`src/hw/rtl/c65x_pkg.sv`:
```
// Shared types, opcodes and constants for the 6502 subset execute core.
// No dependencies.
package c65x_pkg;

  localparam int unsigned ZP_DEPTH = 256;
  localparam int unsigned ZP_AW    = $clog2(ZP_DEPTH);

  localparam logic [15:0] RESET_START = 16'hF000;
  localparam logic [7:0]  RESET_SP    = 8'hFD;
  localparam logic [7:0]  RESET_FLAGS = 8'h34;

  // status bit positions, NV-BDIZC
  localparam int unsigned FLAG_C = 0;
  localparam int unsigned FLAG_Z = 1;
  localparam int unsigned FLAG_I = 2;
  localparam int unsigned FLAG_D = 3;
  localparam int unsigned FLAG_V = 6;
  localparam int unsigned FLAG_N = 7;

  localparam logic [7:0] OP_LDA_IMM = 8'hA9;
  localparam logic [7:0] OP_LDA_ZP  = 8'hA5;
  localparam logic [7:0] OP_LDX_IMM = 8'hA2;
  localparam logic [7:0] OP_LDY_IMM = 8'hA0;
  localparam logic [7:0] OP_TAX     = 8'hAA;
  localparam logic [7:0] OP_TXA     = 8'h8A;
  localparam logic [7:0] OP_TXS     = 8'h9A;
  localparam logic [7:0] OP_INX     = 8'hE8;
  localparam logic [7:0] OP_INY     = 8'hC8;
  localparam logic [7:0] OP_DEX     = 8'hCA;
  localparam logic [7:0] OP_DEY     = 8'h88;
  localparam logic [7:0] OP_CLD     = 8'hD8;
  localparam logic [7:0] OP_SEI     = 8'h78;
  localparam logic [7:0] OP_SEC     = 8'h38;
  localparam logic [7:0] OP_CLC     = 8'h18;
  localparam logic [7:0] OP_ASL_A   = 8'h0A;
  localparam logic [7:0] OP_AND_IMM = 8'h29;
  localparam logic [7:0] OP_ORA_IMM = 8'h09;
  localparam logic [7:0] OP_ADC_IMM = 8'h69;
  localparam logic [7:0] OP_SBC_IMM = 8'hE9;
  localparam logic [7:0] OP_STA_ZP  = 8'h85;
  localparam logic [7:0] OP_STX_ZP  = 8'h86;
  localparam logic [7:0] OP_STA_ZPX = 8'h95;
  localparam logic [7:0] OP_STY_ZPX = 8'h94;
  localparam logic [7:0] OP_BNE     = 8'hD0;
  localparam logic [7:0] OP_BPL     = 8'h10;
  localparam logic [7:0] OP_JSR     = 8'h20;
  localparam logic [7:0] OP_BRK     = 8'h00;

  localparam logic [1:0] STORE_NONE = 2'd0;
  localparam logic [1:0] STORE_ONE  = 2'd1;
  localparam logic [1:0] STORE_TWO  = 2'd2;

  typedef enum logic [1:0] {
    STOP_RUN = 2'd0,
    STOP_BRK = 2'd1,
    STOP_BAD = 2'd2
  } c65x_stop_t;

  typedef struct packed {
    logic [15:0] pc;
    logic [7:0]  a;
    logic [7:0]  x;
    logic [7:0]  y;
    logic [7:0]  sp;
    logic [7:0]  p;
    c65x_stop_t  halt;
  } c65x_state_t;

  typedef struct packed {
    logic [1:0] count;
    logic [8:0] addr;
    logic [7:0] d1;
    logic [7:0] d2;
  } c65x_store_t;

  // update Z and N from a result byte
  function automatic logic [7:0] set_zn(input logic [7:0] flags, input logic [7:0] v);
    logic [7:0] f;
    f         = flags;
    f[FLAG_Z] = (v == 8'h00);
    f[FLAG_N] = v[7];
    return f;
  endfunction

endpackage

```
`src/hw/rtl/c65x_in_if.sv`:
```
// Instruction input channel: opcode plus the two bytes that follow it.
// Depends on nothing.
interface c65x_in_if;
  logic       valid;
  logic       ready;
  logic [7:0] opcode;
  logic [7:0] operand_low;
  logic [7:0] operand_high;

  modport source (output valid, output opcode, output operand_low, output operand_high,
                  input ready);
  modport sink   (input valid, input opcode, input operand_low, input operand_high,
                  output ready);
endinterface

```
`src/hw/rtl/c65x_out_if.sv`:
```
// Result channel: register file snapshot, memory writes and stop code.
// Depends on nothing.
interface c65x_out_if;
  logic        valid;
  logic        ready;
  logic [15:0] next_pc;
  logic [7:0]  acc_out;
  logic [7:0]  x_out;
  logic [7:0]  y_out;
  logic [7:0]  sp_out;
  logic [7:0]  flags_out;
  logic [1:0]  store_count;
  logic [8:0]  store_address;
  logic [7:0]  store_first_data;
  logic [7:0]  store_second_data;
  logic [1:0]  stop_code;

  modport source (output valid, output next_pc, output acc_out, output x_out, output y_out,
                  output sp_out, output flags_out, output store_count, output store_address,
                  output store_first_data, output store_second_data, output stop_code,
                  input ready);
  modport sink   (input valid, input next_pc, input acc_out, input x_out, input y_out,
                  input sp_out, input flags_out, input store_count, input store_address,
                  input store_first_data, input store_second_data, input stop_code,
                  output ready);
endinterface

```
`src/hw/rtl/c65x_exec.sv`:
```
// Combinational instruction execute: decodes one opcode and computes the next
// architectural state and the memory writes. Depends on c65x_pkg.
module c65x_exec import c65x_pkg::*; (
  input  c65x_state_t st,
  input  logic [7:0]  opcode,
  input  logic [7:0]  operand_low,
  input  logic [7:0]  operand_high,
  input  logic [7:0]  zp_data,
  output c65x_state_t st_nxt,
  output c65x_store_t sto
);

  logic [15:0] pc1;
  logic [15:0] pc2;
  logic [15:0] br_target;
  logic [7:0]  add_m;
  logic [8:0]  add_sum;
  logic [7:0]  add_r;
  logic [7:0]  x_inc;
  logic [7:0]  x_dec;
  logic [7:0]  y_inc;
  logic [7:0]  y_dec;
  logic [7:0]  asl_r;
  logic [7:0]  and_r;
  logic [7:0]  ora_r;
  logic [7:0]  zpx_addr;

  assign pc1       = st.pc + 16'd1;
  assign pc2       = st.pc + 16'd2;
  assign br_target = pc2 + {{8{operand_low[7]}}, operand_low};

  // SBC is ADC of the inverted operand
  assign add_m   = (opcode == OP_SBC_IMM) ? ~operand_low : operand_low;
  assign add_sum = {1'b0, st.a} + {1'b0, add_m} + {8'd0, st.p[FLAG_C]};
  assign add_r   = add_sum[7:0];

  assign x_inc    = st.x + 8'd1;
  assign x_dec    = st.x - 8'd1;
  assign y_inc    = st.y + 8'd1;
  assign y_dec    = st.y - 8'd1;
  assign asl_r    = {st.a[6:0], 1'b0};
  assign and_r    = st.a & operand_low;
  assign ora_r    = st.a | operand_low;
  assign zpx_addr = operand_low + st.x;

  always_comb begin
    st_nxt    = st;
    st_nxt.pc = pc2;
    sto       = '0;
    case (opcode)
      OP_LDA_IMM: begin
        st_nxt.a = operand_low;
        st_nxt.p = set_zn(st.p, operand_low);
      end
      OP_LDA_ZP: begin
        st_nxt.a = zp_data;
        st_nxt.p = set_zn(st.p, zp_data);
      end
      OP_LDX_IMM: begin
        st_nxt.x = operand_low;
        st_nxt.p = set_zn(st.p, operand_low);
      end
      OP_LDY_IMM: begin
        st_nxt.y = operand_low;
        st_nxt.p = set_zn(st.p, operand_low);
      end
      OP_TAX: begin
        st_nxt.x  = st.a;
        st_nxt.p  = set_zn(st.p, st.a);
        st_nxt.pc = pc1;
      end
      OP_TXA: begin
        st_nxt.a  = st.x;
        st_nxt.p  = set_zn(st.p, st.x);
        st_nxt.pc = pc1;
      end
      OP_TXS: begin
        st_nxt.sp = st.x;
        st_nxt.pc = pc1;
      end
      OP_INX: begin
        st_nxt.x  = x_inc;
        st_nxt.p  = set_zn(st.p, x_inc);
        st_nxt.pc = pc1;
      end
      OP_INY: begin
        st_nxt.y  = y_inc;
        st_nxt.p  = set_zn(st.p, y_inc);
        st_nxt.pc = pc1;
      end
      OP_DEX: begin
        st_nxt.x  = x_dec;
        st_nxt.p  = set_zn(st.p, x_dec);
        st_nxt.pc = pc1;
      end
      OP_DEY: begin
        st_nxt.y  = y_dec;
        st_nxt.p  = set_zn(st.p, y_dec);
        st_nxt.pc = pc1;
      end
      OP_CLD: begin
        st_nxt.p[FLAG_D] = 1'b0;
        st_nxt.pc        = pc1;
      end
      OP_SEI: begin
        st_nxt.p[FLAG_I] = 1'b1;
        st_nxt.pc        = pc1;
      end
      OP_SEC: begin
        st_nxt.p[FLAG_C] = 1'b1;
        st_nxt.pc        = pc1;
      end
      OP_CLC: begin
        st_nxt.p[FLAG_C] = 1'b0;
        st_nxt.pc        = pc1;
      end
      OP_ASL_A: begin
        st_nxt.a         = asl_r;
        st_nxt.p         = set_zn(st.p, asl_r);
        st_nxt.p[FLAG_C] = st.a[7];
        st_nxt.pc        = pc1;
      end
      OP_AND_IMM: begin
        st_nxt.a = and_r;
        st_nxt.p = set_zn(st.p, and_r);
      end
      OP_ORA_IMM: begin
        st_nxt.a = ora_r;
        st_nxt.p = set_zn(st.p, ora_r);
      end
      OP_ADC_IMM, OP_SBC_IMM: begin
        st_nxt.a         = add_r;
        st_nxt.p         = set_zn(st.p, add_r);
        st_nxt.p[FLAG_C] = add_sum[8];
        st_nxt.p[FLAG_V] = ~(st.a[7] ^ add_m[7]) & (st.a[7] ^ add_r[7]);
      end
      OP_STA_ZP: begin
        sto.count = STORE_ONE;
        sto.addr  = {1'b0, operand_low};
        sto.d1    = st.a;
      end
      OP_STX_ZP: begin
        sto.count = STORE_ONE;
        sto.addr  = {1'b0, operand_low};
        sto.d1    = st.x;
      end
      OP_STA_ZPX: begin
        sto.count = STORE_ONE;
        sto.addr  = {1'b0, zpx_addr};
        sto.d1    = st.a;
      end
      OP_STY_ZPX: begin
        sto.count = STORE_ONE;
        sto.addr  = {1'b0, zpx_addr};
        sto.d1    = st.y;
      end
      OP_BNE: begin
        if (!st.p[FLAG_Z]) begin
          st_nxt.pc = br_target;
        end
      end
      OP_BPL: begin
        if (!st.p[FLAG_N]) begin
          st_nxt.pc = br_target;
        end
      end
      OP_JSR: begin
        // return address is the last byte of the JSR, high byte pushed first
        sto.count = STORE_TWO;
        sto.addr  = {1'b1, st.sp};
        sto.d1    = pc2[15:8];
        sto.d2    = pc2[7:0];
        st_nxt.sp = st.sp - 8'd2;
        st_nxt.pc = {operand_high, operand_low};
      end
      OP_BRK: begin
        st_nxt      = st;
        st_nxt.halt = STOP_BRK;
      end
      default: begin
        st_nxt      = st;
        st_nxt.halt = STOP_BAD;
      end
    endcase
    // once halted, instructions are absorbed with no effect
    if (st.halt != STOP_RUN) begin
      st_nxt = st;
      sto    = '0;
    end
  end

endmodule

```
`src/hw/rtl/cpu_6502_subset_execute_core.sv`:
```
// 6502 subset execute core. Each input beat carries one instruction (opcode and the two
// bytes after it at the current PC); each produces exactly one result beat with the
// register file after the instruction, up to two memory writes and a stop code. Throughput
// is one instruction per clock while the result channel is not stalled; each beat passes
// the input register (where the registered zero-page RAM read is taken) and then the result
// register. A/X/Y/SP/P/PC are kept inside; the PC is not taken from the input. The 256-byte
// zero-page RAM has a valid bit per entry, so it reads as zero after reset with no clearing
// pass. Writing cfg_wr_data loads the PC directly; do so only while the core is idle. BRK
// or an undefined opcode halts the core until reset; later beats return the held state.
// Depends on c65x_pkg, c65x_in_if, c65x_out_if and c65x_exec.
module cpu_6502_subset_execute_core import c65x_pkg::*; (
  input  logic        clk,
  input  logic        rst_n,
  input  logic        cfg_wr_en,
  input  logic [15:0] cfg_wr_data,
  c65x_in_if.sink     in_chan,
  c65x_out_if.source  out_chan
);

  // architectural state
  c65x_state_t st_r;
  c65x_state_t st_nxt;
  c65x_store_t sto;

  // input stage
  logic        s1_vld_r;
  logic [7:0]  s1_op_r;
  logic [7:0]  s1_lo_r;
  logic [7:0]  s1_hi_r;

  // zero-page RAM and its read path
  logic [7:0]          zp_mem [ZP_DEPTH];
  logic [ZP_DEPTH-1:0] zp_vld_r;
  logic [7:0]          rd_data_r;
  logic                rd_vld_r;
  logic                byp_r;
  logic [7:0]          byp_data_r;
  logic [7:0]          zp_data;
  logic                zp_we;
  logic [ZP_AW-1:0]    zp_wa;

  // result stage
  logic        out_vld_r;
  c65x_state_t out_st_r;
  c65x_store_t out_sto_r;

  logic in_fire;
  logic ex_fire;

  assign ex_fire       = s1_vld_r && (!out_vld_r || out_chan.ready);
  assign in_chan.ready = !s1_vld_r || ex_fire;
  assign in_fire       = in_chan.valid && in_chan.ready;

  c65x_exec u_exec (
    .st           (st_r),
    .opcode       (s1_op_r),
    .operand_low  (s1_lo_r),
    .operand_high (s1_hi_r),
    .zp_data      (zp_data),
    .st_nxt       (st_nxt),
    .sto          (sto)
  );

  assign zp_we = ex_fire && (sto.count == STORE_ONE);
  assign zp_wa = sto.addr[ZP_AW-1:0];

  // a store retiring on the same edge as the read wins over the old RAM word
  assign zp_data = byp_r ? byp_data_r : (rd_vld_r ? rd_data_r : 8'h00);

  always_ff @(posedge clk) begin
    if (zp_we) begin
      zp_mem[zp_wa] <= sto.d1;
    end
    if (in_fire) begin
      rd_data_r  <= zp_mem[in_chan.operand_low];
      byp_data_r <= sto.d1;
      s1_op_r    <= in_chan.opcode;
      s1_lo_r    <= in_chan.operand_low;
      s1_hi_r    <= in_chan.operand_high;
    end
    if (ex_fire) begin
      out_st_r  <= st_nxt;
      out_sto_r <= sto;
    end
  end

  always_ff @(posedge clk) begin
    if (!rst_n) begin
      zp_vld_r <= '0;
      rd_vld_r <= 1'b0;
      byp_r    <= 1'b0;
    end else begin
      if (zp_we) begin
        zp_vld_r[zp_wa] <= 1'b1;
      end
      if (in_fire) begin
        rd_vld_r <= zp_vld_r[in_chan.operand_low];
        byp_r    <= zp_we && (zp_wa == in_chan.operand_low);
      end
    end
  end

  always_ff @(posedge clk) begin
    if (!rst_n) begin
      s1_vld_r  <= 1'b0;
      out_vld_r <= 1'b0;
      st_r.pc   <= RESET_START;
      st_r.a    <= 8'h00;
      st_r.x    <= 8'h00;
      st_r.y    <= 8'h00;
      st_r.sp   <= RESET_SP;
      st_r.p    <= RESET_FLAGS;
      st_r.halt <= STOP_RUN;
    end else begin
      if (in_fire) begin
        s1_vld_r <= 1'b1;
      end else if (ex_fire) begin
        s1_vld_r <= 1'b0;
      end
      if (ex_fire) begin
        out_vld_r <= 1'b1;
      end else if (out_chan.ready) begin
        out_vld_r <= 1'b0;
      end
      if (ex_fire) begin
        st_r <= st_nxt;
      end else if (cfg_wr_en) begin
        st_r.pc <= cfg_wr_data;
      end
    end
  end

  assign out_chan.valid             = out_vld_r;
  assign out_chan.next_pc           = out_st_r.pc;
  assign out_chan.acc_out           = out_st_r.a;
  assign out_chan.x_out             = out_st_r.x;
  assign out_chan.y_out             = out_st_r.y;
  assign out_chan.sp_out            = out_st_r.sp;
  assign out_chan.flags_out         = out_st_r.p;
  assign out_chan.store_count       = out_sto_r.count;
  assign out_chan.store_address     = out_sto_r.addr;
  assign out_chan.store_first_data  = out_sto_r.d1;
  assign out_chan.store_second_data = out_sto_r.d2;
  assign out_chan.stop_code         = out_st_r.halt;

endmodule

```
`src/flat_wrapper.sv`:
```
// flat-port wrapper written by rule: the top's interface ports become plain ports
module cpu_6502_subset_execute_core_flat import c65x_pkg::*;
  (clk, rst_n, cfg_wr_en, cfg_wr_data, in_chan_valid, in_chan_opcode, in_chan_operand_low, in_chan_operand_high, in_chan_ready, out_chan_valid, out_chan_next_pc, out_chan_acc_out, out_chan_x_out, out_chan_y_out, out_chan_sp_out, out_chan_flags_out, out_chan_store_count, out_chan_store_address, out_chan_store_first_data, out_chan_store_second_data, out_chan_stop_code, out_chan_ready);
  c65x_in_if in_chan_i ();
  c65x_out_if out_chan_i ();
  input  logic clk;
  input  logic rst_n;
  input  logic cfg_wr_en;
  input  logic [15:0] cfg_wr_data;
  input wire logic [$bits(in_chan_i.valid)-1:0] in_chan_valid;
  input wire logic [$bits(in_chan_i.opcode)-1:0] in_chan_opcode;
  input wire logic [$bits(in_chan_i.operand_low)-1:0] in_chan_operand_low;
  input wire logic [$bits(in_chan_i.operand_high)-1:0] in_chan_operand_high;
  output wire logic [$bits(in_chan_i.ready)-1:0] in_chan_ready;
  output wire logic [$bits(out_chan_i.valid)-1:0] out_chan_valid;
  output wire logic [$bits(out_chan_i.next_pc)-1:0] out_chan_next_pc;
  output wire logic [$bits(out_chan_i.acc_out)-1:0] out_chan_acc_out;
  output wire logic [$bits(out_chan_i.x_out)-1:0] out_chan_x_out;
  output wire logic [$bits(out_chan_i.y_out)-1:0] out_chan_y_out;
  output wire logic [$bits(out_chan_i.sp_out)-1:0] out_chan_sp_out;
  output wire logic [$bits(out_chan_i.flags_out)-1:0] out_chan_flags_out;
  output wire logic [$bits(out_chan_i.store_count)-1:0] out_chan_store_count;
  output wire logic [$bits(out_chan_i.store_address)-1:0] out_chan_store_address;
  output wire logic [$bits(out_chan_i.store_first_data)-1:0] out_chan_store_first_data;
  output wire logic [$bits(out_chan_i.store_second_data)-1:0] out_chan_store_second_data;
  output wire logic [$bits(out_chan_i.stop_code)-1:0] out_chan_stop_code;
  input wire logic [$bits(out_chan_i.ready)-1:0] out_chan_ready;
  assign in_chan_i.valid = in_chan_valid;
  assign in_chan_i.opcode = in_chan_opcode;
  assign in_chan_i.operand_low = in_chan_operand_low;
  assign in_chan_i.operand_high = in_chan_operand_high;
  assign in_chan_ready = in_chan_i.ready;
  assign out_chan_valid = out_chan_i.valid;
  assign out_chan_next_pc = out_chan_i.next_pc;
  assign out_chan_acc_out = out_chan_i.acc_out;
  assign out_chan_x_out = out_chan_i.x_out;
  assign out_chan_y_out = out_chan_i.y_out;
  assign out_chan_sp_out = out_chan_i.sp_out;
  assign out_chan_flags_out = out_chan_i.flags_out;
  assign out_chan_store_count = out_chan_i.store_count;
  assign out_chan_store_address = out_chan_i.store_address;
  assign out_chan_store_first_data = out_chan_i.store_first_data;
  assign out_chan_store_second_data = out_chan_i.store_second_data;
  assign out_chan_stop_code = out_chan_i.stop_code;
  assign out_chan_i.ready = out_chan_ready;
  cpu_6502_subset_execute_core u_core (.clk(clk), .rst_n(rst_n), .cfg_wr_en(cfg_wr_en), .cfg_wr_data(cfg_wr_data), .in_chan(in_chan_i), .out_chan(out_chan_i));
endmodule
```
`config.mk`:
```
export PLATFORM = sky130hd
export DESIGN_NAME = cpu_6502_subset_execute_core_flat
export DESIGN_NICKNAME = d
export VERILOG_FILES = /design/src/hw/rtl/c65x_pkg.sv /design/src/hw/rtl/c65x_in_if.sv /design/src/hw/rtl/c65x_out_if.sv /design/src/hw/rtl/c65x_exec.sv /design/src/hw/rtl/cpu_6502_subset_execute_core.sv /design/src/flat_wrapper.sv
export SDC_FILE = /design/constraint.sdc
export NUM_CORES = 2
export LEC_CHECK = 0
export ABC_AREA = 1
export BUFFER_PORTS_ARGS = -buffer_cell sky130_fd_sc_hd__buf_2
export CELL_PAD_IN_SITES_DETAIL_PLACEMENT = 0
export CELL_PAD_IN_SITES_GLOBAL_PLACEMENT = 2
export CORE_MARGIN = 10
export CORE_UTILIZATION = 43
export CTS_CLUSTER_SIZE = 25
export DETAILED_ROUTE_END_ITERATION = 6
export PLACE_DENSITY = 0.77
export SLEW_MARGIN = 0
export SYNTH_ARGS = -nofsm -noshare
export SYNTH_HDL_FRONTEND = slang
export SYNTH_SLANG_ARGS = --single-unit
```
`constraint.sdc`:
```
create_clock -name clk -period 11 [get_ports clk]
set_input_delay 2.2 -clock clk [delete_from_list [all_inputs] [get_ports clk]]
set_output_delay 2.2 -clock clk [all_outputs]
set_load 0.05 [all_outputs]
```
==> metrics.md <==
| Metric | Value |
|---|---|
| Status | `finished, violations left` |
| Failing checks | `design-rule violations` |
| Relative slew slack | `19.7%` |
| Area of the multi-input gates | `0.0284 mm²` |
| # Post-CTS Setup Buffers | `0` |
| CTS Buf Count | `291` |
| CP max FO | `75` |
| Final setup margin | `5.01 ns` |
| Starting DRT DRC Count | `7871` |
| CTS sink count | `2487` |
| Library cells used by synthesis | `61` |
| First-pass GRT wire length | `485 mm` |
| Post-synth top area cell | `edfxtp_1` |
| Pwr Density | `179 mW/mm²` |
| Critical path type | `input port to flip-flop` |
| Reg clk slew, reported paths | `0.06 ns` |
| Global placer's final weighted congestion | `0.864` |
| TritonCTS clock tree | `yes` |
| Fin Clk Skew | `0.0536 ns` |
| Post-synth ARST share | `0%` |
| Finished Core Util | `48.4%` |
| Hold Path Depth | `2` |
| Critical Path AT | `6.77 ns` |
| RSZ-0062 raised after global routing | `no` |
| Hold_buf cts | `0` |
| # IOs | `132` |
| NetSw | `4770 µW` |
| DIE HEIGHT | `512 µm` |
| Logic gate share of total power | `5.9%` |
| Max frequency | `167 MHz` |
| Vias | `73700` |
| Post-CTS Resized | `0` |
| Via/cell ratio | `5.70` |
| Final Max Tran Viols | `0` |
| Maximum clock path buffer count | `4` |
| Post-route ant nets | `0` |
| Type of the worst min-delay path | `flip-flop to flip-flop` |
| Most used cell, CP | `nand3_1` |
| Worst Reg-to-Reg Cells | `13` |
| Htree depth | `5` |
| Dpl ws | `4.28 ns` |
| Worst VDD drop | `0.138 mV` |
| Final hold vios | `0` |
| Switch share | `22.9%` |
| Share of cells above drive strength 1 | `9.32%` |
| Root Buffer | `clkbuf_16` |
| Critical path depth in cells | `13` |
| Crit path cell chain | `buf_8 > buf_4 > buf_4 > buf_4 > o21ai_0 > o22ai_1 > nand2_1 > nand3_1 > nand3_1 > nand3_1 > nand3_1 > a21oi_1 > or2_1` |
| Syn Area/Cell | `10.8 µm²` |
| Synthesized instance count | `9612` |
| Min cycle time layout | `5.99 ns` |
| Die width | `512 µm` |
| Synthesized flop and latch total | `2487` |
| Max Cap Viol | `0` |
| Synthesized area | `0.104 mm²` |
| Routed length per placed instance | `25.7 µm` |
| Slew @ Worst Pin | `1.20 ns` |
| Top delay family on crit path | `buffers and inverters` |
| Most used DFF post-synth | `edfxtp_1` |
| Clock share of power | `44.9%` |
| Sequential power share | `49.1%` |
| Post-synth top area share | `62.6%` |
| LEAKAGE | `0.0395 µW` |
| Drt pass-1 iters | `7` |
| Ys Warns | `0` |
| HPWL after detailed placement | `188 mm` |
| Initial Util | `43.3%` |
| Vias in the first global route | `70000` |
| CP Launch Type | `input port` |
| Clock latency at the later pin of the worst-skew pair | `0.94 ns` |
| Placeable Area | `0.241 mm²` |
| Post-synth EDFFs | `2171` |
| Crit end category | `flip-flop` |
| Internal | `16100 µW` |
| Setup violators final | `0` |
| GRT Total Usage | `24.4%` |
| Routed wire length | `333 mm` |
| IO buf count | `129` |
| Slowest stage delay, CP | `0.76 ns` |
| Synth area leaders | `edfxtp_1 (63%), nor2_1 (6.3%), dfxtp_1 (6.1%)` |
| Fill cells | `21800` |
| WP data required | `11.78 ns` |
| Synth-to-layout area growth | `11.9%` |
| Largest net degree at the start of global routing | `197` |
| Critical path buffers and inverters | `4` |
| Slowest cell on crit path | `a21oi_1` |
| Total congestion overflow | `0` |
| Nets | `9621` |
| Fin crit share | `54.5%` |
| Num rows | `180` |
| # DRC | `1` |
| Register Area | `0.0715 mm²` |
| Initial antenna violation count | `13` |
| Die Footprint | `0.262 mm²` |
| Register area share after synthesis | `68.6%` |
| Final setup TNS | `0 ns` |
-- power by group through the flow --
stage          clock network (µW)  registers [µW]  logic, µW
2_1_floorplan                   0           10500        738
3_3_place_gp                    0           10400       1230
3_5_place_dp                    0           10400       1230
4_1_cts                      9490           10200       1230
5_1_grt                      9850           10200       1350
6_report                     9360           10200       1240
-- cell families after synthesis --
logic type      synth area share (%)
simple gates                    16.0
buf+inv                         4.14
compound gates                  10.1
fa+ha+maj                      0.569
flops                           68.6
xor+xnor                       0.546
other cells                  0.00360
-- through the flow --
stage          hold WS, ns  instance area [µm²]  instances  power (µW)
3_3_place_gp         0.442               107000      12400       11700
4_1_cts              0.455               117000      12900       21000
2_1_floorplan        0.428               104000       9613       11200
5_1_grt              0.478               117000      12900       21400
6_report             0.451               117000      12900       20800
3_5_place_dp         0.446               107000      12400       11700
-- cell type report --
type,instances,share of cell area [%]
inverter,488,1.64
antenna,2,0.00429
timing repair buffer,229,1.42
sequential,2487,61.3
clock buffer,421,7.07
clock inverter,88,0.750
multi-input combinational,6034,24.4
tap,3185,3.42
-- cell usage after synthesis, types with 6 or more instances --
library cell,n
dfxtp_1,316
xnor2_1,9
a21oi_1,141
a221oi_1,6
a22oi_1,13
or2_1,6
clkinv_1,6
edfxtp_1,2171
nand2_2,16
o221ai_1,7
inv_1,307
nor2_2,29
clkbuf_1,436
nand2_4,6
nor3_1,30
inv_2,172
or2_2,11
a22o_1,6
nand3_1,789
a211oi_1,7
nor2_1,1743
nand4_1,26
o22ai_1,541
buf_6,10
o211ai_1,12
o21ai_0,1157
nand2_1,1291
nand3b_1,6
o21ai_1,6
buf_1,76
nor2_4,25
buf_4,13
buf_2,69
ha_1,41
xor2_1,56
-- final timing paths --
check | start | endpoint | slack (ns)
setup / recovery | in_chan_operand_low[0] | u_core.rd_data_r[0] | 5.01
hold reg to reg | u_core.zp_vld_r[80] | u_core.zp_vld_r[80] | 0.45
hold / removal | u_core.zp_vld_r[80] | u_core.zp_vld_r[80] | 0.45
setup reg to reg | u_core.st_r[43] | u_core.zp_mem[233][3] | 5.85
-- state kept, by name, indices dropped and copies added, names as in the netlist, 2 cells and up --
| name | flops |
|---|---|
| u_core.byp_data_r | 8 |
| u_core.out_chan.acc_out | 8 |
| u_core.out_chan.flags_out | 6 |
| u_core.out_chan.next_pc | 16 |
| u_core.out_chan.sp_out | 8 |
| u_core.out_chan.stop_code | 2 |
| u_core.out_chan.store_address | 9 |
| u_core.out_chan.store_count | 2 |
| u_core.out_chan.store_first_data | 8 |
| u_core.out_chan.store_second_data | 8 |
| u_core.out_chan.x_out | 8 |
| u_core.out_chan.y_out | 8 |
| u_core.rd_data_r | 8 |
| u_core.s1_hi_r | 8 |
| u_core.s1_lo_r | 8 |
| u_core.s1_op_r | 8 |
| u_core.st_r | 56 |
| u_core.zp_mem | 2048 |
| u_core.zp_vld_r | 256 |
-- layer usage --
metal / up-vias / track usage (%) / share of wire, %
met4: 4 / 7.21 / 3.1
met3: 508 / 3.25 / 6.6
met5: - / 0 / 0.0072
li1: 33700 / - / -
met2: 2685 / 38.7 / 46
met1: 36900 / 35.0 / 44
-- cells in the final DEF, fill, tap and decap left out, types with 26 or more instances in the layout --
cell type     n
a21oi_1     141
clkinv_2     31
buf_2       124
nor2_1     1739
ha_1         41
o22ai_1     541
clkbuf_1     91
edfxtp_1   2171
nor2_2       29
inv_2       168
nor3_1       30
xor2_1       56
o21ai_0    1156
clkbuf_8     32
clkinv_1     36
nand4_1      26
buf_4        83
nand3_1     789
nor2_4       29
dfxtp_1     316
inv_1       301
nand2_1    1291
clkbuf_16   298
-- tightest hold or removal path: stages (launching register included) --
cell     delay, ns
dfxtp_1       0.30
inv_1         0.05
a21oi_1       0.06
Power figures use the tool's default switching activity.
